[config.mk]
export PLATFORM = sky130hd
export DESIGN_NAME = modbus_response_deframer_core
export DESIGN_NICKNAME = d
export VERILOG_FILES = /design/src/design/mbd_pkg.sv /design/src/design/modbus_response_deframer_core.sv /design/src/design/mbd_deframer.sv /design/src/design/mbd_timer.sv /design/src/design/mbd_res_fifo.sv
export SDC_FILE = /design/constraint.sdc
export NUM_CORES = 1
export LEC_CHECK = 0
export ABC_CLOCK_PERIOD_IN_PS = 13300
export BUFFER_PORTS_ARGS = -buffer_cell sky130_fd_sc_hd__buf_2
export CAP_MARGIN = 20
export CORE_MARGIN = 2
export CORE_UTILIZATION = 55
export DETAILED_ROUTE_END_ITERATION = 7
export GPL_ROUTABILITY_DRIVEN = 0
export PLACE_DENSITY = 0.78
export SETUP_SLACK_MARGIN = 0.2
export SYNTH_ARGS = -nofsm -noshare
export SYNTH_HDL_FRONTEND = slang
export SYNTH_SLANG_ARGS = --single-unit
export TNS_END_PERCENT = 50
[constraint.sdc]
create_clock -name clk_i -period 13.3 [get_ports clk_i]
set_input_delay 0.665 -clock clk_i [delete_from_list [all_inputs] [get_ports clk_i]]
set_output_delay 0.665 -clock clk_i [all_outputs]
set_load 0.01 [all_outputs]
[src/design/mbd_pkg.sv]
// Shared types, codes and the CRC-16 update for the Modbus response deframer.
// No dependencies; imported by every module of the block.
package mbd_pkg;

  localparam logic [1:0] CMD_BYTE  = 2'd0;
  localparam logic [1:0] CMD_TICK  = 2'd1;
  localparam logic [1:0] CMD_START = 2'd2;

  localparam logic [1:0] ST_BUSY    = 2'd0;
  localparam logic [1:0] ST_GOOD    = 2'd1;
  localparam logic [1:0] ST_CRC_ERR = 2'd2;
  localparam logic [1:0] ST_TIMEOUT = 2'd3;

  localparam logic [1:0] REG_DEV_ADDR  = 2'd0;
  localparam logic [1:0] REG_FUNC_CODE = 2'd1;
  localparam logic [1:0] REG_TIMEOUT   = 2'd2;

  localparam logic [7:0]  DEV_ADDR_RST  = 8'd1;
  localparam logic [7:0]  FUNC_CODE_RST = 8'd3;
  localparam logic [15:0] TIMEOUT_RST   = 16'd2000;

  localparam logic [15:0] CRC_INIT = 16'hFFFF;
  localparam logic [15:0] CRC_POLY = 16'hA001;

  localparam int RES_FIFO_DEPTH = 4;
  localparam int RES_PTR_W      = 2;
  localparam int RES_LVL_W      = 3;

  typedef struct packed {
    logic [7:0] frame_byte;
    logic [8:0] byte_index;
    logic       last;
    logic [1:0] status;
  } mbd_res_t;

  typedef struct packed {
    logic [1:0] cnt;
    mbd_res_t   r0;
    mbd_res_t   r1;
  } mbd_push_t;

  function automatic logic [15:0] crc16_update(input logic [15:0] crc, input logic [7:0] b);
    logic [15:0] c;
    c = crc ^ {8'h00, b};
    for (int i = 0; i < 8; i++) begin
      c = c[0] ? ((c >> 1) ^ CRC_POLY) : (c >> 1);
    end
    return c;
  endfunction

endpackage

[src/design/modbus_response_deframer_core.sv]
// Modbus RTU response deframer top: input register, frame parser, timer, result queue.
// Throughput: 1 request per cycle; a header match gives 2 results, which the result
// queue drains at 1 per cycle while out_ready_i is high, so input stalls only while
// the queue backs up.
// Reset: rst_ni asynchronous, active low; config returns to address 1, function 3,
// timeout 2000, parser hunts for the address, timer disarmed, queue empty.
module modbus_response_deframer_core #(
  parameter int MAX_PAYLOAD = 255
) (
  input  logic        clk_i,
  input  logic        rst_ni,
  input  logic        cfg_we_i,
  input  logic [1:0]  cfg_index_i,
  input  logic [15:0] cfg_data_i,
  input  logic        in_valid_i,
  output logic        in_ready_o,
  input  logic [1:0]  command_i,
  input  logic [7:0]  data_byte_i,
  output logic        out_valid_o,
  input  logic        out_ready_i,
  output logic [7:0]  frame_byte_o,
  output logic [8:0]  byte_index_o,
  output logic        last_o,
  output logic [1:0]  status_o
);
  import mbd_pkg::*;

  logic [7:0]           dev_addr_q;
  logic [7:0]           func_code_q;
  logic [15:0]          timeout_q;
  logic                 in_valid_q;
  logic [1:0]           cmd_q;
  logic [7:0]           byte_q;
  logic                 consume;
  logic                 byte_consume;
  logic                 frame_end;
  logic                 tmr_hit;
  logic                 tmr_waiting;
  logic                 pop;
  mbd_push_t            dfr_push;
  mbd_push_t            push;
  mbd_res_t             head;
  logic [RES_LVL_W-1:0] fifo_level;

  always_ff @(posedge clk_i or negedge rst_ni) begin
    if (!rst_ni) begin
      dev_addr_q  <= DEV_ADDR_RST;
      func_code_q <= FUNC_CODE_RST;
      timeout_q   <= TIMEOUT_RST;
    end else if (cfg_we_i) begin
      case (cfg_index_i)
        REG_DEV_ADDR:  dev_addr_q  <= cfg_data_i[7:0];
        REG_FUNC_CODE: func_code_q <= cfg_data_i[7:0];
        REG_TIMEOUT:   timeout_q   <= cfg_data_i;
        default: begin
        end
      endcase
    end
  end

  assign consume      = in_valid_q && (fifo_level <= RES_LVL_W'(RES_FIFO_DEPTH - 2));
  assign in_ready_o   = !in_valid_q || consume;
  assign byte_consume = consume && (cmd_q == CMD_BYTE);

  always_ff @(posedge clk_i or negedge rst_ni) begin
    if (!rst_ni) begin
      in_valid_q <= 1'b0;
    end else if (in_valid_i && in_ready_o) begin
      in_valid_q <= 1'b1;
    end else if (consume) begin
      in_valid_q <= 1'b0;
    end
  end

  always_ff @(posedge clk_i) begin
    if (in_valid_i && in_ready_o) begin
      cmd_q  <= command_i;
      byte_q <= data_byte_i;
    end
  end

  mbd_deframer #(
    .MAX_PAYLOAD(MAX_PAYLOAD)
  ) u_deframer (
    .clk_i      (clk_i),
    .rst_ni     (rst_ni),
    .consume_i  (byte_consume),
    .data_i     (byte_q),
    .dev_addr_i (dev_addr_q),
    .func_code_i(func_code_q),
    .push_o     (dfr_push),
    .frame_end_o(frame_end)
  );

  mbd_timer u_timer (
    .clk_i      (clk_i),
    .rst_ni     (rst_ni),
    .consume_i  (consume),
    .command_i  (cmd_q),
    .frame_end_i(frame_end),
    .timeout_i  (timeout_q),
    .hit_o      (tmr_hit),
    .waiting_o  (tmr_waiting)
  );

  always_comb begin
    push = dfr_push;
    if (tmr_hit) begin
      push.cnt = 2'd1;
      push.r0  = '{frame_byte: 8'd0, byte_index: 9'd0, last: 1'b1, status: ST_TIMEOUT};
      push.r1  = '0;
    end
  end

  assign pop = out_valid_o && out_ready_i;

  mbd_res_fifo u_res_fifo (
    .clk_i  (clk_i),
    .rst_ni (rst_ni),
    .push_i (push),
    .pop_i  (pop),
    .head_o (head),
    .level_o(fifo_level)
  );

  assign out_valid_o  = (fifo_level != '0);
  assign frame_byte_o = head.frame_byte;
  assign byte_index_o = head.byte_index;
  assign last_o       = head.last;
  assign status_o     = head.status;

`ifndef NO_ASSERTIONS
  a_fifo_no_overflow: assert property (@(posedge clk_i) disable iff (!rst_ni)
    fifo_level <= RES_LVL_W'(RES_FIFO_DEPTH))
    else $error("result queue overflow");

  a_start_arms_timer: assert property (@(posedge clk_i) disable iff (!rst_ni)
    consume && (cmd_q == CMD_START) |=> tmr_waiting)
    else $error("start did not arm the timer");

  a_stall_only_when_held: assert property (@(posedge clk_i) disable iff (!rst_ni)
    !in_ready_o |-> in_valid_q && (fifo_level > RES_LVL_W'(RES_FIFO_DEPTH - 2)))
    else $error("input stalled without a full queue");

  a_timeout_single: assert property (@(posedge clk_i) disable iff (!rst_ni)
    tmr_hit |-> consume && (cmd_q == CMD_TICK) && !frame_end)
    else $error("timeout outside a tick request");
`endif

endmodule

[src/design/mbd_deframer.sv]
// Frame parser: header hunt, byte count, payload and CRC-16 check.
// Depends on mbd_pkg for result types and the CRC update.
module mbd_deframer #(
  parameter int MAX_PAYLOAD = 255
) (
  input  logic              clk_i,
  input  logic              rst_ni,
  input  logic              consume_i,
  input  logic [7:0]        data_i,
  input  logic [7:0]        dev_addr_i,
  input  logic [7:0]        func_code_i,
  output mbd_pkg::mbd_push_t push_o,
  output logic              frame_end_o
);
  import mbd_pkg::*;

  localparam int CntW = $clog2(MAX_PAYLOAD + 1);

  localparam logic [2:0] PH_ADDR    = 3'd0;
  localparam logic [2:0] PH_FUNC    = 3'd1;
  localparam logic [2:0] PH_COUNT   = 3'd2;
  localparam logic [2:0] PH_PAYLOAD = 3'd3;
  localparam logic [2:0] PH_CRC1    = 3'd4;
  localparam logic [2:0] PH_CRC2    = 3'd5;

  logic [2:0]      phase_q, phase_d;
  logic [15:0]     crc_q, crc_d;
  logic [CntW-1:0] left_q, left_d;
  logic [8:0]      pos_q, pos_d;
  logic [7:0]      first_q, first_d;
  logic [15:0]     crc_nxt;
  logic [15:0]     hdr_crc;
  logic [CntW-1:0] count_clamped;
  logic            good;

  assign crc_nxt = crc16_update(crc_q, data_i);
  assign hdr_crc = crc16_update(crc16_update(CRC_INIT, dev_addr_i), data_i);
  assign count_clamped = ({1'b0, data_i} > 9'(MAX_PAYLOAD)) ? CntW'(MAX_PAYLOAD)
                                                             : CntW'(data_i);
  assign good = (first_q == crc_q[7:0]) && (data_i == crc_q[15:8]);

  always_comb begin
    phase_d     = phase_q;
    crc_d       = crc_q;
    left_d      = left_q;
    pos_d       = pos_q;
    first_d     = first_q;
    push_o      = '0;
    frame_end_o = 1'b0;
    if (consume_i) begin
      case (phase_q)
        PH_ADDR: begin
          if (data_i == dev_addr_i) begin
            phase_d = PH_FUNC;
          end
        end
        PH_FUNC: begin
          if (data_i == func_code_i) begin
            crc_d     = hdr_crc;
            push_o.cnt = 2'd2;
            push_o.r0 = '{frame_byte: dev_addr_i, byte_index: 9'd0, last: 1'b0,
                          status: ST_BUSY};
            push_o.r1 = '{frame_byte: data_i, byte_index: 9'd1, last: 1'b0,
                          status: ST_BUSY};
            pos_d     = 9'd2;
            phase_d   = PH_COUNT;
          end else if (data_i != dev_addr_i) begin
            phase_d = PH_ADDR;
          end
        end
        PH_COUNT: begin
          crc_d      = crc_nxt;
          push_o.cnt = 2'd1;
          push_o.r0  = '{frame_byte: data_i, byte_index: pos_q, last: 1'b0,
                         status: ST_BUSY};
          pos_d      = pos_q + 9'd1;
          left_d     = count_clamped;
          phase_d    = (count_clamped == '0) ? PH_CRC1 : PH_PAYLOAD;
        end
        PH_PAYLOAD: begin
          crc_d      = crc_nxt;
          push_o.cnt = 2'd1;
          push_o.r0  = '{frame_byte: data_i, byte_index: pos_q, last: 1'b0,
                         status: ST_BUSY};
          pos_d      = pos_q + 9'd1;
          if (left_q != '0) begin
            left_d = left_q - CntW'(1);
          end
          if (left_q <= CntW'(1)) begin
            phase_d = PH_CRC1;
          end
        end
        PH_CRC1: begin
          first_d    = data_i;
          push_o.cnt = 2'd1;
          push_o.r0  = '{frame_byte: data_i, byte_index: pos_q, last: 1'b0,
                         status: ST_BUSY};
          pos_d      = pos_q + 9'd1;
          phase_d    = PH_CRC2;
        end
        PH_CRC2: begin
          push_o.cnt  = 2'd1;
          push_o.r0   = '{frame_byte: data_i, byte_index: pos_q, last: 1'b1,
                          status: good ? ST_GOOD : ST_CRC_ERR};
          phase_d     = PH_ADDR;
          crc_d       = CRC_INIT;
          left_d      = '0;
          pos_d       = '0;
          frame_end_o = 1'b1;
        end
        default: begin
          phase_d = PH_ADDR;
          crc_d   = CRC_INIT;
          left_d  = '0;
          pos_d   = '0;
        end
      endcase
    end
  end

  always_ff @(posedge clk_i or negedge rst_ni) begin
    if (!rst_ni) begin
      phase_q <= PH_ADDR;
      crc_q   <= CRC_INIT;
      left_q  <= '0;
      pos_q   <= '0;
      first_q <= '0;
    end else begin
      phase_q <= phase_d;
      crc_q   <= crc_d;
      left_q  <= left_d;
      pos_q   <= pos_d;
      first_q <= first_d;
    end
  end

endmodule

[src/design/mbd_timer.sv]
// Response timer: armed by start, advanced by ticks, reports a timeout.
// Depends on mbd_pkg for command codes.
module mbd_timer (
  input  logic        clk_i,
  input  logic        rst_ni,
  input  logic        consume_i,
  input  logic [1:0]  command_i,
  input  logic        frame_end_i,
  input  logic [15:0] timeout_i,
  output logic        hit_o,
  output logic        waiting_o
);
  import mbd_pkg::*;

  logic        waiting_q, waiting_d;
  logic [15:0] tick_q, tick_d;
  logic [15:0] tick_inc;

  assign tick_inc  = (tick_q == 16'hFFFF) ? tick_q : tick_q + 16'd1;
  assign waiting_o = waiting_q;

  always_comb begin
    waiting_d = waiting_q;
    tick_d    = tick_q;
    hit_o     = 1'b0;
    if (consume_i) begin
      if (command_i == CMD_START) begin
        waiting_d = 1'b1;
        tick_d    = '0;
      end else if (command_i == CMD_TICK && waiting_q) begin
        tick_d = tick_inc;
        if (tick_inc >= timeout_i) begin
          waiting_d = 1'b0;
          hit_o     = 1'b1;
        end
      end
    end
    if (frame_end_i) begin
      waiting_d = 1'b0;
    end
  end

  always_ff @(posedge clk_i or negedge rst_ni) begin
    if (!rst_ni) begin
      waiting_q <= 1'b0;
      tick_q    <= '0;
    end else begin
      waiting_q <= waiting_d;
      tick_q    <= tick_d;
    end
  end

endmodule

[src/design/mbd_res_fifo.sv]
// Result queue: takes up to two results a cycle, hands out one a cycle when popped.
// Depends on mbd_pkg for the result types and queue depth.
module mbd_res_fifo (
  input  logic                            clk_i,
  input  logic                            rst_ni,
  input  mbd_pkg::mbd_push_t              push_i,
  input  logic                            pop_i,
  output mbd_pkg::mbd_res_t               head_o,
  output logic [mbd_pkg::RES_LVL_W-1:0]   level_o
);
  import mbd_pkg::*;

  mbd_res_t               mem_q [RES_FIFO_DEPTH];
  logic [RES_PTR_W-1:0]   wr_ptr_q, rd_ptr_q;
  logic [RES_PTR_W-1:0]   wr_ptr_1;
  logic [RES_LVL_W-1:0]   level_q;

  assign wr_ptr_1 = wr_ptr_q + RES_PTR_W'(1);
  assign head_o   = mem_q[rd_ptr_q];
  assign level_o  = level_q;

  always_ff @(posedge clk_i) begin
    if (push_i.cnt != 2'd0) begin
      mem_q[wr_ptr_q] <= push_i.r0;
    end
    if (push_i.cnt == 2'd2) begin
      mem_q[wr_ptr_1] <= push_i.r1;
    end
  end

  always_ff @(posedge clk_i or negedge rst_ni) begin
    if (!rst_ni) begin
      wr_ptr_q <= '0;
      rd_ptr_q <= '0;
      level_q  <= '0;
    end else begin
      wr_ptr_q <= wr_ptr_q + RES_PTR_W'(push_i.cnt);
      rd_ptr_q <= rd_ptr_q + RES_PTR_W'(pop_i);
      level_q  <= level_q + RES_LVL_W'(push_i.cnt) - RES_LVL_W'(pop_i);
    end
  end

endmodule

### Yosys cells after proc, flatten, opt, wreduce, memory -nomap -nowiden

Memory sizes are Yosys's and may differ from the RTL's.
Index checks and enable logic that the tools add are counted.

| word-level totals | value |
|---|---|
| ROM bits | 0 |
| bits of input ports | 33 |
| bits in latches | 0 |
| register bits after elaboration | 111 |
| logic and storage cells | 175 |
| memories kept | 1 |
| memory bits (writable) | 80 |
| output and inout port bits | 22 |

Memory list:

| memory | depth | bits a word | read ports | clocked after memory_dff | wr ports | RTL line | RTL |
|---|---|---|---|---|---|---|---|
| u_res_fifo.mem_q | 4 | 20 | 1 | 0 | 2 | mbd_res_fifo.sv:13 | `mbd_res_t mem_q [RES_FIFO_DEPTH];` |

| operators by class | value |
|---|---|
| order comparisons | 3 |
| add/sub/neg operators | 8 |
| mux-type cells | 62 |
| bitwise gates (word level) | 30 |
| reduce and logical (&&, ||, !) cells | 34 |
| equality and inequality tests | 21 |
| shift-type cells | 0 |
| div/mod/pow operators | 0 |
| multipliers | 0 |

Operator list:

| kind | count |
|---|---|
| 2-to-1 mux 16 bit | 28 |
| 2-to-1 mux 42 bit | 3 |
| inverter 2 -> 3 bit | 24 |
| one-hot mux 22 bit (3 select lines) | 1 |
| one-hot mux 16 bit (3 select lines) | 1 |
| == test 8 bit | 4 |
| bitwise XOR 16 x 8 -> 16 bit | 2 |
| one-hot mux 9 bit (3 select lines) | 1 |
| one-hot mux 8 bit (3 select lines) | 1 |
| 2-to-1 mux 20 bit | 1 |
| 2-to-1 mux 1 bit | 17 |
| adder 16 x 1 -> 16 bit, second input constant | 1 |
| == test 16 bit, second input constant | 1 |
| >= comparator 16 bit | 1 |
| inverter 8 -> 16 bit | 1 |
| 2-to-1 mux 3 bit | 5 |
| one-hot mux 3 bit (5 select lines) | 1 |
| AND reduction 3 bit | 4 |
| AND reduction 2 bit | 5 |
| adder 9 x 1 -> 9 bit, second input constant | 1 |
| 2-to-1 mux 9 bit | 1 |
| nonzero test 3 bit | 3 |
| less-or-equal comparator 8 x 1 -> 1 bit, second input constant | 1 |
| zero test 8 bit | 1 |
| 28 further kinds | 49 |

### Depth between registers and ports, before layout

Gate-level depths: netlist (run 1).

| depth | value |
|---|---|
| word-level depth | 36 |
| gate-level depth with buffers | 21 |

### By module

From an unflattened synthesis (run 1), not the netlist that was laid out.

| second synthesis, totals | value |
|---|---|
| cell total of the unflattened synthesis | 1012 |
| area, all modules | 11805.1 sq um |

By module, submodules not included:

| module | cells an instance | times used | area an instance (sq um) | sequential area each (sq um) |
|---|---|---|---|---|
| mbd_res_fifo | 229 | 1 | 4420.5 | 2577.5 |
| mbd_deframer | 457 | 1 | 3853.7 | 1121.1 |
| modbus_response_deframer_core | 134 | 1 | 1889.3 | 1137.3 |
| mbd_timer | 192 | 1 | 1641.6 | 425.4 |

### Worst setup path after synthesis (run 1)

No wires, ideal clock.

| path | value |
|---|---|
| path kind | reg2reg |
| from | reg u_timer.tick_q[6] |
| to | reg u_res_fifo.level_q[2], in the netlist u_res_fifo.level_o[2] |
| stages on the path, launching flop included | 22 |
| arrival | 4139 ps |
| path slack | 9081 ps |
| period minus slack after synthesis | 4219 ps |
| cells stage by stage | dfrtp_1 > clkbuf_2 > and4_1 > nand4_1 > or3_1 > clkbuf_1 > and3_1 > nand4_1 > xnor2_1 > ha_1 > a211o_1 > a21oi_1 > o21ai_0 > a41oi_1 > o21ai_0 > and2_1 > or2_2 > ha_1 > inv_1 > fa_1 > xor2_1 > xnor2_1 |

| on the way | value |
|---|---|
| word-level cells in the longest chain between the ends | 10 |
| elaborated cells on any way between the ends | 11 |
| classes of those cells | add/sub (3); order compare (1); eq/ne (1); mux (6) |

Ends and longest elaborated chain:

| item | RTL line | RTL |
|---|---|---|
| start, declared | mbd_timer.sv:16 | `logic [15:0] tick_q, tick_d;` |
| start signal, assigned | mbd_timer.sv:49 | `tick_q <= tick_d;` |
| adder 16 x 1 -> 16 bit / == test 16 bit (equally long branches) | mbd_timer.sv:19 | `assign tick_inc = (tick_q == 16'hFFFF) ? tick_q : tick_q + 16'd1;` |
| 2-to-1 mux 16 bit (*) | mbd_timer.sv:19 |  |
| >= comparator 16 bit (*) | mbd_timer.sv:32 | `if (tick_inc >= timeout_i) begin` |
| 2-to-1 mux 1 bit (*) | mbd_timer.sv:32 |  |
| 2-to-1 mux 1 bit (*) | mbd_timer.sv:30 | `end else if (command_i == CMD_TICK && waiting_q) begin` |
| 2-to-1 mux 1 bit (*) | mbd_timer.sv:27 | `if (command_i == CMD_START) begin` |
| 2-to-1 mux 1 bit (*) | mbd_timer.sv:26 | `if (consume_i) begin` |
| 2-to-1 mux 42 bit (*) | modbus_response_deframer_core.sv:108 | `if (tmr_hit) begin` |
| adder 3 x 2 -> 3 bit (*) | mbd_res_fifo.sv:39 | `level_q <= level_q + RES_LVL_W'(push_i.cnt) - RES_LVL_W'(pop_i);` |
| subtractor 3 x 1 -> 3 bit (*) | mbd_res_fifo.sv:39 |  |
| end signal, assigned | mbd_res_fifo.sv:39 |  |
| end, declared | mbd_res_fifo.sv:16 | `logic [RES_LVL_W-1:0] level_q;` |

Every way passes the cells marked *; elsewhere a longest branch is shown, timed or not.
A chain may end at the register's enable or synchronous reset.

==> summary.txt, run 1 <==
Placed design
  – Cells after DPL: about 1200
  – Placed inst area: 10700 um2
  – Post-DP HPWL: roughly 17000 um
  – I/O Buffers: 54
  – DP Worst Slack: 8.59 ns

Drt
  – Antenna-violating nets left: 0
  – Drt drc: 0
  – Via count: between 7000 and 8000
  – Drt pass-1 iters: 5
  – Post-Route WL: 24200 um
  – DRT iter0 DRCs: between 600 and 700
  – Via density: 6.14
  – WL/cell: ~19 um

Setup path
  – Critical path class: flip-flop to flip-flop
  – CP endpoint kind: flip-flop
  – Crit path buffers/inverters: 0
  – Reg2Reg Setup Slack: about 8.6 ns
  – Critical R2R Capture: u_res_fifo.mem_q[0][13]
  – Worst path required time: between 10 and 15 ns
  – Worst Path Arrival: around 5.0 ns
  – CP top delay family: simple AND/OR/NAND/NOR gates
  – CP cell instances: and4_1 -> nand4_1 -> or3_1 -> and3_1 -> nand4_1 -> xnor2_1 -> ha_1 -> a211o_1 -> a21oi_1 -> o21ai_0 -> a41oi_1 -> o21ai_0 -> a211oi_4 -> nor2_2 -> a31o_2
  – Critical R2R Launch: u_timer.tick_q[6]
  – Worst r2r path cells: 15
  – Critical-path top delay cell: nor2_2
  – Critical path's largest stage delay: between 0.8 and 0.9 ns
  – Critical Path Start Type: flip-flop
  – Crit path max fanout: 19

STA
  – Worst Max-Slew Pin Slew: roughly 1.1 ns
  – Final Hold Viols: 0
  – Slew Limit Fails: 0
  – Period Utilization, post-route: 35.2%
  – Final setup fails: 0
  – Clock Skew: between 0.01 and 0.015 ns
  – Worst slew margin: between 20% and 30%
  – RSZ-0062 raised after global routing: false
  – FMAX: ~210 MHz
  – Final WS setup: roughly 8.6 ns
  – Hold_ws: 0.118 ns
  – Setup TNS: 0 ns
  – Min cycle time layout: roughly 4.7 ns

Hold path
  – Worst min path class: input port to async pin

Global routing
  – M3 GR Usage: ~5%
  – Gr usage total: around a quarter
  – Initial antenna violation count: 0
  – Met2 usage: 41.3%
  – GR met1 Demand/Resource: between 30% and 40%
  – GRT Max-Usage Layer: met2
  – First-pass GRT wire length: 39300 um
  – Residual overflow from global routing: 0
  – Vias in the first global route: approximately 7700
  – Pin count of the biggest net entering global routing: between 70 and 80

Floorplan
  – I/O pins: 55
  – Row count: 50
  – Core Region: 18600 um2
  – Die Height: between 100 and 150 um
  – Die width: roughly 140 um
  – Die footprint: 19900 um2
  – Initial Utilization: about 55%

Synth
  – Top cell type's share of synthesized area: between 15 and 20%
  – Seq/Total Area, Yosys: between 40% and 50%
  – Synth unique cells: 60
  – Main synth FF type: dfrtp_1
  – Synthesized Nets: roughly 1100
  – Synthesized flop and latch total: approximately 190
  – Post-Syn Area: a little over 10000 um2
  – Syn_area_per_cell: roughly 10 um2
  – Asr flop ratio synth: a little over half
  – Main area contributors after synthesis: dfrtp_1, edfxtp_1, dfxtp_1
  – Syn. warnings: 0
  – Post-Synthesis Cells: 1005
  – Synth area leader: dfrtp_1
  – EDFF count, synth: 46

Layout
  – Final nets: 1091
  – Design Area, Final: between 10000 and 15000 um2
  – Most frequent cells in the layout: nand2_1, o21ai_0, xnor2_1
  – Final Util: 60.9%
  – Most common cell after layout, fill and taps aside: nand2_1
  – Area Growth Syn to Fin: 9.83%
  – N_diodes: 0
  – Non-Filler Instances: 1275
  – Proportion of layout cells with a drive suffix above 1: roughly a fifth

Clock network
  – Hold buffers post-CTS: 0
  – Clk sink count: between 150 and 200
  – CTS tree: yes
  – Htree depth: 4
  – Root Buffer: clkbuf_16
  – Clock latency on the worst-skew pair: 0.45 ns
  – CTS resizes: 0
  – Clock slew at reported path FFs: 0.08 ns
  – Clock buffer depth: 2
  – Inserted Clock Buffers: 17
  – Post CTS Setup Buffer Count: 0

Pwr
  – Total power: 2.18 mW
  – Static Leak: ~4.5 nW
  – Power Dens Cells: slightly below 200 nW/um2
  – Max rail drop VDD: between 0.15 and 0.2 mV

Status
  – Outcome: completed

Job
  – Max cap viols: 0
kinds of logic after synthesis:
kind of cell               share of synthesized area (%)
AOI/OAI and AO/OA                                   14.3
DFF                                                 46.8
and+or+nand+nor                                     13.0
buffers and inverters                               3.75
muxes                                               9.85
adders and majority gates                           3.71
xor gates and xnor gates                            8.64
routing by layer:
| metal | part of all wire [%] | vias to the layer above |
|---|---|---|
| met2 | 48 | 313 |
| met1 | 43 | 3817 |
| li1 | - | 3647 |
| met4 | 2.1 | 0 |
| met5 | 0 | - |
| met3 | 6.6 | 50 |
synthesized netlist by cell type, types with 3 or more instances:
master / count
o31ai_1: 8
and2_1: 5
dfxtp_1: 44
nand2b_1: 12
and4_1: 3
or3_1: 8
nor2b_1: 5
o22ai_1: 5
buf_4: 3
mux2i_1: 16
ha_1: 29
dfrtp_1: 76
clkbuf_1: 38
edfxtp_1: 46
xnor2_1: 77
nand4_1: 18
nand3b_1: 4
mux4_2: 20
nor3_1: 16
xor2_1: 21
nand2_1: 105
a21o_1: 6
nand3_1: 43
o21ai_0: 103
a22o_1: 36
mux2_2: 36
a31oi_1: 6
inv_1: 34
and3_1: 5
a41oi_1: 3
a21oi_1: 31
nor2_1: 50
nor2_2: 4
a221oi_1: 5
a22oi_1: 10
buf_2: 10
dfstp_2: 25
buf_1: 9
sequential cells by signal (all words and copies together), names as in the netlist, 9 cells and up:
register,flops
u_deframer.pos_q,9
u_res_fifo.mem_q,80
u_deframer.crc_q,16
u_timer.tick_q,16
timeout_q,16
final cells by class:
cell class / instances / area, um2
clock buffers: 17 / 425
well taps: 234 / 293
fillers: 1516 / 7260
flip-flops and latches: 191 / 4820
multi-input cells: 718 / 5110
inverters: 34 / 128
repair buffers: 66 / 363
clock inverters: 15 / 186
power by group:
| group | leakage (nW) | internal [mW] | switching, mW | total [mW] |
|---|---|---|---|---|
| clock | 0.298 | 0.258 | 0.267 | 0.526 |
| combinational | 2.15 | 0.359 | 0.428 | 0.787 |
| sequential | 2.02 | 0.713 | 0.151 | 0.864 |
worst max path at each step:
stage / startpoint / to / slack (ns) / cells after the start
finish: u_timer.tick_q[6] / u_res_fifo.mem_q[0][13] / 8.62 / 15
global placement: u_timer.tick_q[6] / u_res_fifo.mem_q[3][15] / 8.61 / 14
detailed placement: u_timer.tick_q[6] / u_res_fifo.mem_q[2][15] / 8.59 / 14
floorplan: u_timer.tick_q[6] / u_res_fifo.level_o[2] / 9.08 / 21
global route: u_timer.tick_q[6] / u_res_fifo.mem_q[3][19] / 8.24 / 15
CTS: u_timer.tick_q[6] / u_res_fifo.mem_q[2][16] / 8.56 / 14
No activity file was read; power rests on OpenSTA's default activity.
==> inputs of run 2 (changes only) <==
--- a/config.mk
+++ b/config.mk
@@ -5,14 +5,15 @@
 export SDC_FILE = /design/constraint.sdc
 export NUM_CORES = 1
 export LEC_CHECK = 0
-export ABC_CLOCK_PERIOD_IN_PS = 13300
+export ABC_AREA = 1
+export ABC_CLOCK_PERIOD_IN_PS = 4100
 export BUFFER_PORTS_ARGS = -buffer_cell sky130_fd_sc_hd__buf_2
 export CAP_MARGIN = 20
 export CORE_MARGIN = 2
 export CORE_UTILIZATION = 55
 export DETAILED_ROUTE_END_ITERATION = 7
 export GPL_ROUTABILITY_DRIVEN = 0
-export PLACE_DENSITY = 0.78
+export PLACE_DENSITY = 0.81
 export SETUP_SLACK_MARGIN = 0.2
 export SYNTH_ARGS = -nofsm -noshare
 export SYNTH_HDL_FRONTEND = slang
==> constraint.sdc (replaced) <==
create_clock -name clk_i -period 4.1 [get_ports clk_i]
set_input_delay 0.205 -clock clk_i [delete_from_list [all_inputs] [get_ports clk_i]]
set_output_delay 0.205 -clock clk_i [all_outputs]
set_load 0.01 [all_outputs]
==> run 2 against run 1 <==
Critical path depth is 9 higher. Fmax is 13% higher. The run now ends with setup timing left. Clock skew is 0.0023 ns higher. Sequential share of layout area is 3.1 points lower. Clock power grew to 3.3 times the previous value. Flip-flop and latch count stayed put. Critical endpoint is now u_res_fifo.level_o[2]. Combinational power grew to 2.5 times the previous value. Global-route usage is 2.1 points higher.
==> summary.txt, run 2 <==
Setup path
  – Crit path max fanout: 4
  – Worst path required time: roughly 4.4 ns
  – CP endpoint kind: flip-flop
  – Critical Path Start Type: flip-flop
  – Critical path origin: u_timer.tick_q[0]
  – Critical R2R Launch: u_timer.tick_q[0]
  – Worst Path Arrival: ~4.5 ns
  – Critical path class: flip-flop to flip-flop

Synth
  – Syn_area_per_cell: 8.17 um2
  – EDFF count, synth: 46
  – Main synth FF type: dfrtp_1
  – Synth unique cells: 49
  – Post-Synthesis Cells: about 1300
  – Synth area leader: dfrtp_1
  – Seq/Total Area, Yosys: between 40% and 50%
  – Synthesized flop and latch total: between 150 and 200
  – Synth cell count leaders: nand2_1, inv_1, o21ai_0, nor2_1, nand3_1
  – Syn. warnings: 0
  – Post-Syn Area: 10500 um2
  – Asr flop ratio synth: 52.9%
  – Most frequent cell after synthesis: nand2_1
  – Main area contributors after synthesis: dfrtp_1, edfxtp_1, dfxtp_1
  – Synthesized Nets: between 1000 and 1500
  – Top cell type's share of synthesized area: a little under a fifth

STA
  – Final setup fails: 1
  – Clock Skew: ~0.014 ns
  – Setup TNS: -0.0273 ns
  – Worst Max-Slew Pin Slew: about 1.0 ns
  – Final WS setup: -0.0273 ns
  – Period Utilization, post-route: 101%
  – Min cycle time layout: 4.13 ns
  – Slew Limit Fails: 0
  – RSZ-0062 raised after global routing: true
  – Worst slew margin: between 30 and 40%
  – Hold_ws: about 0.0069 ns
  – FMAX: approximately 240 MHz
  – Final Hold Viols: 0

Drt
  – Drt drc: 0
  – Post-Route WL: around 29000 um
  – Antenna-violating nets left: 0
  – DRT iter0 DRCs: about 980
  – Via density: around 6
  – WL/cell: 17.8 um
  – Drt pass-1 iters: 6
  – Via count: between 9000 and 10000

Clock network
  – CTS tree: yes
  – Clock latency on the worst-skew pair: 0.45 ns
  – Inserted Clock Buffers: 17
  – Clock buffer depth: 2
  – Clock slew at reported path FFs: around 0.08 ns
  – Clk sink count: approximately 190
  – Root Buffer: clkbuf_16
  – Htree depth: 4

Floorplan
  – Core Region: about 19000 um2
  – I/O pins: 55
  – Die Height: roughly 140 um
  – Initial Utilization: a little under three fifths
  – Die footprint: just over 20000 um2
  – Die width: 142 um
  – Row count: 50

Job
  – Max cap viols: 0

Global routing
  – Residual overflow from global routing: 0
  – First-pass GRT wire length: 43800 um
  – Vias in the first global route: between 8000 and 9000
  – Gr usage total: about 27%
  – Initial antenna violation count: 0
  – Pin count of the biggest net entering global routing: 73

Pwr
  – Static Leak: approximately 5.4 nW
  – Max rail drop VDD: between 0.3 and 0.4 mV
  – Power Dens Cells: approximately 500 nW/um2

Status
  – Failing checks: setup timing
  – Outcome: finished with violations

Layout
  – Most common cell after layout, fill and taps aside: nand2_1
  – Largest register FFs: 80
  – Final Util: 65.3%
  – Final nets: ~1400
  – N_diodes: 0
  – Most frequent cells in the layout: nand2_1, inv_1, o21ai_0
  – Design Area, Final: around 12000 um2
  – Proportion of layout cells with a drive suffix above 1: between 10% and 20%
  – Register bank with the most flops: u_res_fifo.mem_q
  – Filler instances: approximately 1400
  – Area Growth Syn to Fin: 16.3%

Hold path
  – Worst min path class: input port to flip-flop
  – Worst hold start: cfg_data_i[14]

Placed design
  – I/O Buffers: 54
  – Placed inst area: roughly 11000 um2
  – Post-DP HPWL: approximately 18000 um
==> run 2: cell count changes in the layout (fill, tap and decap cells not counted), sizes merged, moves of 49 or more <==
cell	change
inv	+115
o22ai	+61
nand3	+49
xnor2	-54
o21ai	+59
nand2	+125
nor2	+62
==> run 2: area by class of cell <==
class | instances | area [um2] | share of cell area [%]
multi-input combinational | 881 | 4980 | 40.8
timing repair buffer | 126 | 933 | 7.65
clock buffer | 17 | 425 | 3.48
inverter | 151 | 574 | 4.70
clock inverter | 15 | 186 | 1.53
sequential | 191 | 4820 | 39.5
tap | 234 | 293 | 2.40
==> run 2: worst paths after layout <==
kind                                          end  slack [ns]  depth (start not counted)
max in group asynchronous     u_deframer.crc_q[3]        2.69                          3
setup / recovery            u_res_fifo.level_o[2]       -0.03                         24
min in group asynchronous          func_code_q[7]        0.42                          2
hold / removal                      timeout_q[14]       0.007                          3
setup reg to reg            u_res_fifo.level_o[2]       -0.03                         24
hold reg to reg            u_res_fifo.mem_q[0][0]        0.47                          2
==> run 2: what timing repair did <==
action	in CTS	in global routing
pin swaps	9	28
hold buffers	19	0
setup buffers	25	17
endpoints found under the hold margin	81	0
setup endpoints to repair	97	119
resized for setup	11	60
==> run 2: per-layer routing <==
layer	global-route usage, %	vias to the layer above	part of all wire [%]
met5	0	-	0
met4	11.0	0	4.1
met3	5.89	111	8.4
met2	44.5	532	48
met1	35.7	4540	40
li1	-	4483	-
==> run 2: kinds of logic after synthesis <==
kind of cell    Yosys count  synth area share, %
buf+inv                 212                 8.74
fa+ha+maj                30                 3.65
xor+xnor                 56                 4.67
simple gates            489                 20.9
flops                   191                 45.9
compound gates          306                 16.1
==> run 2: stage by stage <==
step	setup slack [ns]	cells	total power [mW]
global placement	0.223	1520	4.13
detailed placement	-0.0150	1520	4.21
finish	-0.0273	1615	6.06
floorplan	0.602	1284	3.67
global route	-0.121	1615	6.38
CTS	0.224	1596	5.92
==> run 2: power breakdown <==
group	switching, mW	internal [mW]	total (mW)
clock network	0.872	0.836	1.71
logic	1.26	0.730	1.99
registers	0.225	2.14	2.37
total	2.35	3.71	6.06
==> run 2: critical path, stage by stage (launching register included) <==
cell and delay (ns):
dfrtp_1 0.44, ha_2 0.24, nand2_4 0.06, nor3_4 0.19
nand2_2 0.14, nor3_4 0.18, inv_2 0.08, nor2_4 0.18
nor2_2 0.10, xor2_2 0.20, inv_1 0.08, ha_1 0.31
nand2_1 0.08, o21ai_1 0.21, nand2_1 0.09, o211ai_1 0.12
nand2_1 0.11, nand3_2 0.11, nand2_4 0.09, nand2_4 0.11
ha_4 0.13, inv_2 0.04, fa_2 0.40, xnor2_2 0.14
xor2_1 0.16
==> inputs of run 3 (changes only) <==
--- a/config.mk
+++ b/config.mk
@@ -5,7 +5,6 @@
 export SDC_FILE = /design/constraint.sdc
 export NUM_CORES = 1
 export LEC_CHECK = 0
-export ABC_AREA = 1
 export ABC_CLOCK_PERIOD_IN_PS = 4100
 export BUFFER_PORTS_ARGS = -buffer_cell sky130_fd_sc_hd__buf_2
 export CAP_MARGIN = 20
@@ -13,9 +12,11 @@
 export CORE_UTILIZATION = 55
 export DETAILED_ROUTE_END_ITERATION = 7
 export GPL_ROUTABILITY_DRIVEN = 0
-export PLACE_DENSITY = 0.81
+export PLACE_DENSITY = 0.8
+export RECOVER_POWER = 100
 export SETUP_SLACK_MARGIN = 0.2
 export SYNTH_ARGS = -nofsm -noshare
 export SYNTH_HDL_FRONTEND = slang
+export SYNTH_HIERARCHICAL = 1
 export SYNTH_SLANG_ARGS = --single-unit
 export TNS_END_PERCENT = 50
==> run 3 against run 2 <==
The flow finishes with violations (capacitance limit, slew limit, setup timing). Critical path depth fell by 7. Sequential share of layout area is 1.3 points lower. Synthesized cell count is 21% lower. Sequential power is 3% higher. Power decreased by 1.1%. Routed wire length rose by 0.78%. Register-to-register slack better by 0.03 ns. Critical path type unchanged. Critical endpoint is now u_res_fifo/mem_q[0][17]. Largest power group unchanged.
==> summary.txt, run 3 <==
Global routing
  – Residual overflow from global routing: 0
  – Vias in the first global route: roughly 8600
  – First-pass GRT wire length: ~45000 um
  – Gr usage total: ~26%
  – Initial antenna violation count: 0
  – Pin count of the biggest net entering global routing: 72

Layout
  – Filler instances: ~1500
  – Area Growth Syn to Fin: 16.8%
  – N_diodes: 0
  – Largest register FFs: 80
  – Most frequent cells in the layout: edfxtp_1, mux2_2, dfrtp_1
  – Most common cell after layout, fill and taps aside: edfxtp_1
  – FF/Latch Area: about 5300 um2
  – Final nets: 1188
  – Area of the multi-input gates: 6310 um2
  – Design Area, Final: between 10000 and 15000 um2
  – Proportion of layout cells with a drive suffix above 1: slightly above 30%
  – Final Util: 65.6%
  – Register bank with the most flops: u_res_fifo/mem_q

Clock network
  – Inserted Clock Buffers: 17
  – Clock latency on the worst-skew pair: roughly 0.44 ns
  – Clock slew at reported path FFs: 0.07 ns
  – CTS tree: yes
  – Root Buffer: clkbuf_16
  – Clock buffer depth: 2
  – Clk sink count: between 150 and 200
  – Htree depth: 4

Hold path
  – Worst hold start: cfg_data_i[6]
  – Worst min path class: input port to flip-flop

Synth
  – Compound-Gate Fraction of Synth Area: 9.46%
  – Main synth FF type: edfxtp_1
  – Main area contributors after synthesis: edfxtp_1, dfrtp_1, mux2_2
  – Simple-gate area share of the yosys netlist: about 13%
  – Post-Syn Area: 11800 um2
  – Asr flop ratio synth: a little over half
  – Synth area leader: edfxtp_1
  – Seq/Total Area, Yosys: approximately 45%
  – Syn_area_per_cell: around 12 um2
  – EDFF count, synth: 90
  – Top cell type's share of synthesized area: a little under a quarter
  – Synth cell count leaders: edfxtp_1, mux2_2, dfrtp_1, xnor2_1, nor2_1
  – Post-Synthesis Cells: between 1000 and 1500
  – Synth unique cells: 90
  – Xor/xnor share of the synthesized area: slightly below 8%
  – Area share of fa/ha/maj cells after synthesis: under 10%
  – Synthesized flop and latch total: 191
  – Most frequent cell after synthesis: edfxtp_1
  – Mux cell area share after synthesis: 17.6%
  – Largest family of logic cells by synthesized area: multiplexers
  – Syn. warnings: 6

Pwr
  – P_sw: ~2 mW
  – Clock power frac: between 20% and 30%
  – Comb pwr share: around a third
  – Part of the power in registers: 40.7%
  – Static Leak: about 5.6 nW
  – Switch share: about a third
  – Power Dens Cells: between 400 and 500 nW/um2
  – Internal power: ~4 mW
  – Total power: 6.00 mW
  – Max rail drop VDD: ~0.32 mV

STA
  – RSZ-0062 raised after global routing: true
  – Final setup fails: 1
  – Period Utilization, post-route: 100%
  – Final WS setup: -0.00211 ns
  – Hold_ws: ~0.039 ns
  – Final Hold Viols: 0
  – Min cycle time layout: between 4 and 5 ns
  – Worst slew margin: -22.0%
  – Worst Max-Slew Pin Slew: roughly 1.8 ns
  – Slew Limit Fails: about 100
  – FMAX: approximately 240 MHz
  – Clock Skew: around 0.011 ns
  – Setup TNS: -0.00211 ns

Floorplan
  – Initial Utilization: a little under three fifths
  – Die width: about 150 um
  – I/O pins: 55
  – Row count: 53
  – Die Height: roughly 150 um
  – Die footprint: around 23000 um2
  – Core Region: between 20000 and 25000 um2

Drt
  – Drt drc: 0
  – Antenna-violating nets left: 0
  – WL/cell: just over 20 um
  – DRT iter0 DRCs: approximately 860
  – Post-Route WL: between 20000 and 30000 um
  – Top Metal Used: met4
  – Met3 wire length: roughly 2000 um
  – Drt pass-1 iters: 7
  – Via density: slightly above 6
  – Met2 WL: around 14000 um
  – Met1 wire length: about 12000 um
  – Via count: around 8700

Placed design
  – Placed inst area: ~13000 um2
  – I/O Buffers: between 50 and 60
  – Post-DP HPWL: between 15000 and 20000 um

Setup path
  – Critical path origin: u_timer/tick_q[1]
  – Critical Path Start Type: flip-flop
  – CP endpoint kind: flip-flop
  – Worst path required time: between 4 and 5 ns
  – CP cell instances: ha_4 -> nand2_4 -> or2_4 -> nor4_4 -> nor2_1 -> a21oi_2 -> ha_1 -> buf_4 -> nand2_1 -> nor2_1 -> a211oi_2 -> a31oi_4 -> or2_4 -> nand4b_1 -> buf_4 -> clkbuf_16 -> mux2_4
  – Crit path buffers/inverters: 3
  – Crit path max fanout: 8
  – Worst Path Arrival: about 4.3 ns
  – Critical path's largest stage delay: roughly 0.40 ns
  – CP top delay family: simple AND/OR/NAND/NOR gates
  – Critical path class: flip-flop to flip-flop
  – Critical R2R Launch: u_timer/tick_q[1]
  – Critical-path top delay cell: dfrtp_1

Status
  – Failing checks: capacitance limit, slew limit, setup timing
  – Outcome: finished with violations

Job
  – Max cap viols: 2
## run 3: cell count changes after synthesis, moves of 66 or more
cell	change
mux2_2	+85
o21ai_0	-67
inv_1	-91
nand3_1	-78
o22ai_1	-66
nand2_1	-178
## run 3: what timing repair did
item,CTS,global route
gates resized for setup,15,27
pin swaps,9,15
setup endpoints to repair,157,162
cloned,3,4
hold buffers,20,0
buffers inserted,18,14
hold endpoints to repair,73,0
## run 3: final cells by class
cell class	count	share of cell area, %
Clock inverter	13	0.817
Inverter	41	1.12
Timing Repair Buffer	152	8.54
Sequential cell	191	38.2
Tap cell	275	2.50
Clock buffer	19	3.14
Multi-Input combinational cell	723	45.7
## run 3: cell families (layout without fill, tap and decap cells)
kind of cell,Yosys count,count (layout)
fa+ha+maj,29,29
simple gates,261,263
xor+xnor,95,95
compound gates,172,173
mux,152,152
flops,191,191
buf+inv,111,225
other cells,1,11
## run 3: routing by layer
metal / GRT usage [%] / vias up
met3: 4.30 / 76
li1: - / 3906
met5: 0 / -
met4: 8.49 / 0
met1: 34.2 / 4325
met2: 43.4 / 394
## run 3: path summary, 6_finish.rpt
check	to	slack, ns	depth (start not counted)
max	u_res_fifo/mem_q[0][17]	-0.002	17
min	func_code_q[6]	0.04	2
max reg2reg	u_res_fifo/mem_q[0][17]	-0.002	17
min reg2reg	timeout_q[11]	0.51	1
max in group asynchronous	func_code_q[2]	1.07	3
min in group asynchronous	u_deframer/first_q[2]	0.80	2
## run 3: through the flow
step           cells  setup slack, ns
6_report        1414         -0.00211
5_1_grt         1414           -0.151
4_1_cts         1395            0.209
3_5_place_dp    1322           0.0224
3_3_place_gp    1322           0.0462
2_1_floorplan   1022            0.137
## run 3: power groups by stage
stage / Combinational (mW) / Clock, mW / Sequential (mW)
global route: 2.14 / 1.67 / 2.46
global placement: 1.83 / 0 / 2.46
CTS: 1.94 / 1.60 / 2.43
floorplan: 1.55 / 0 / 2.33
detailed placement: 1.88 / 0 / 2.47
finish: 1.98 / 1.58 / 2.44
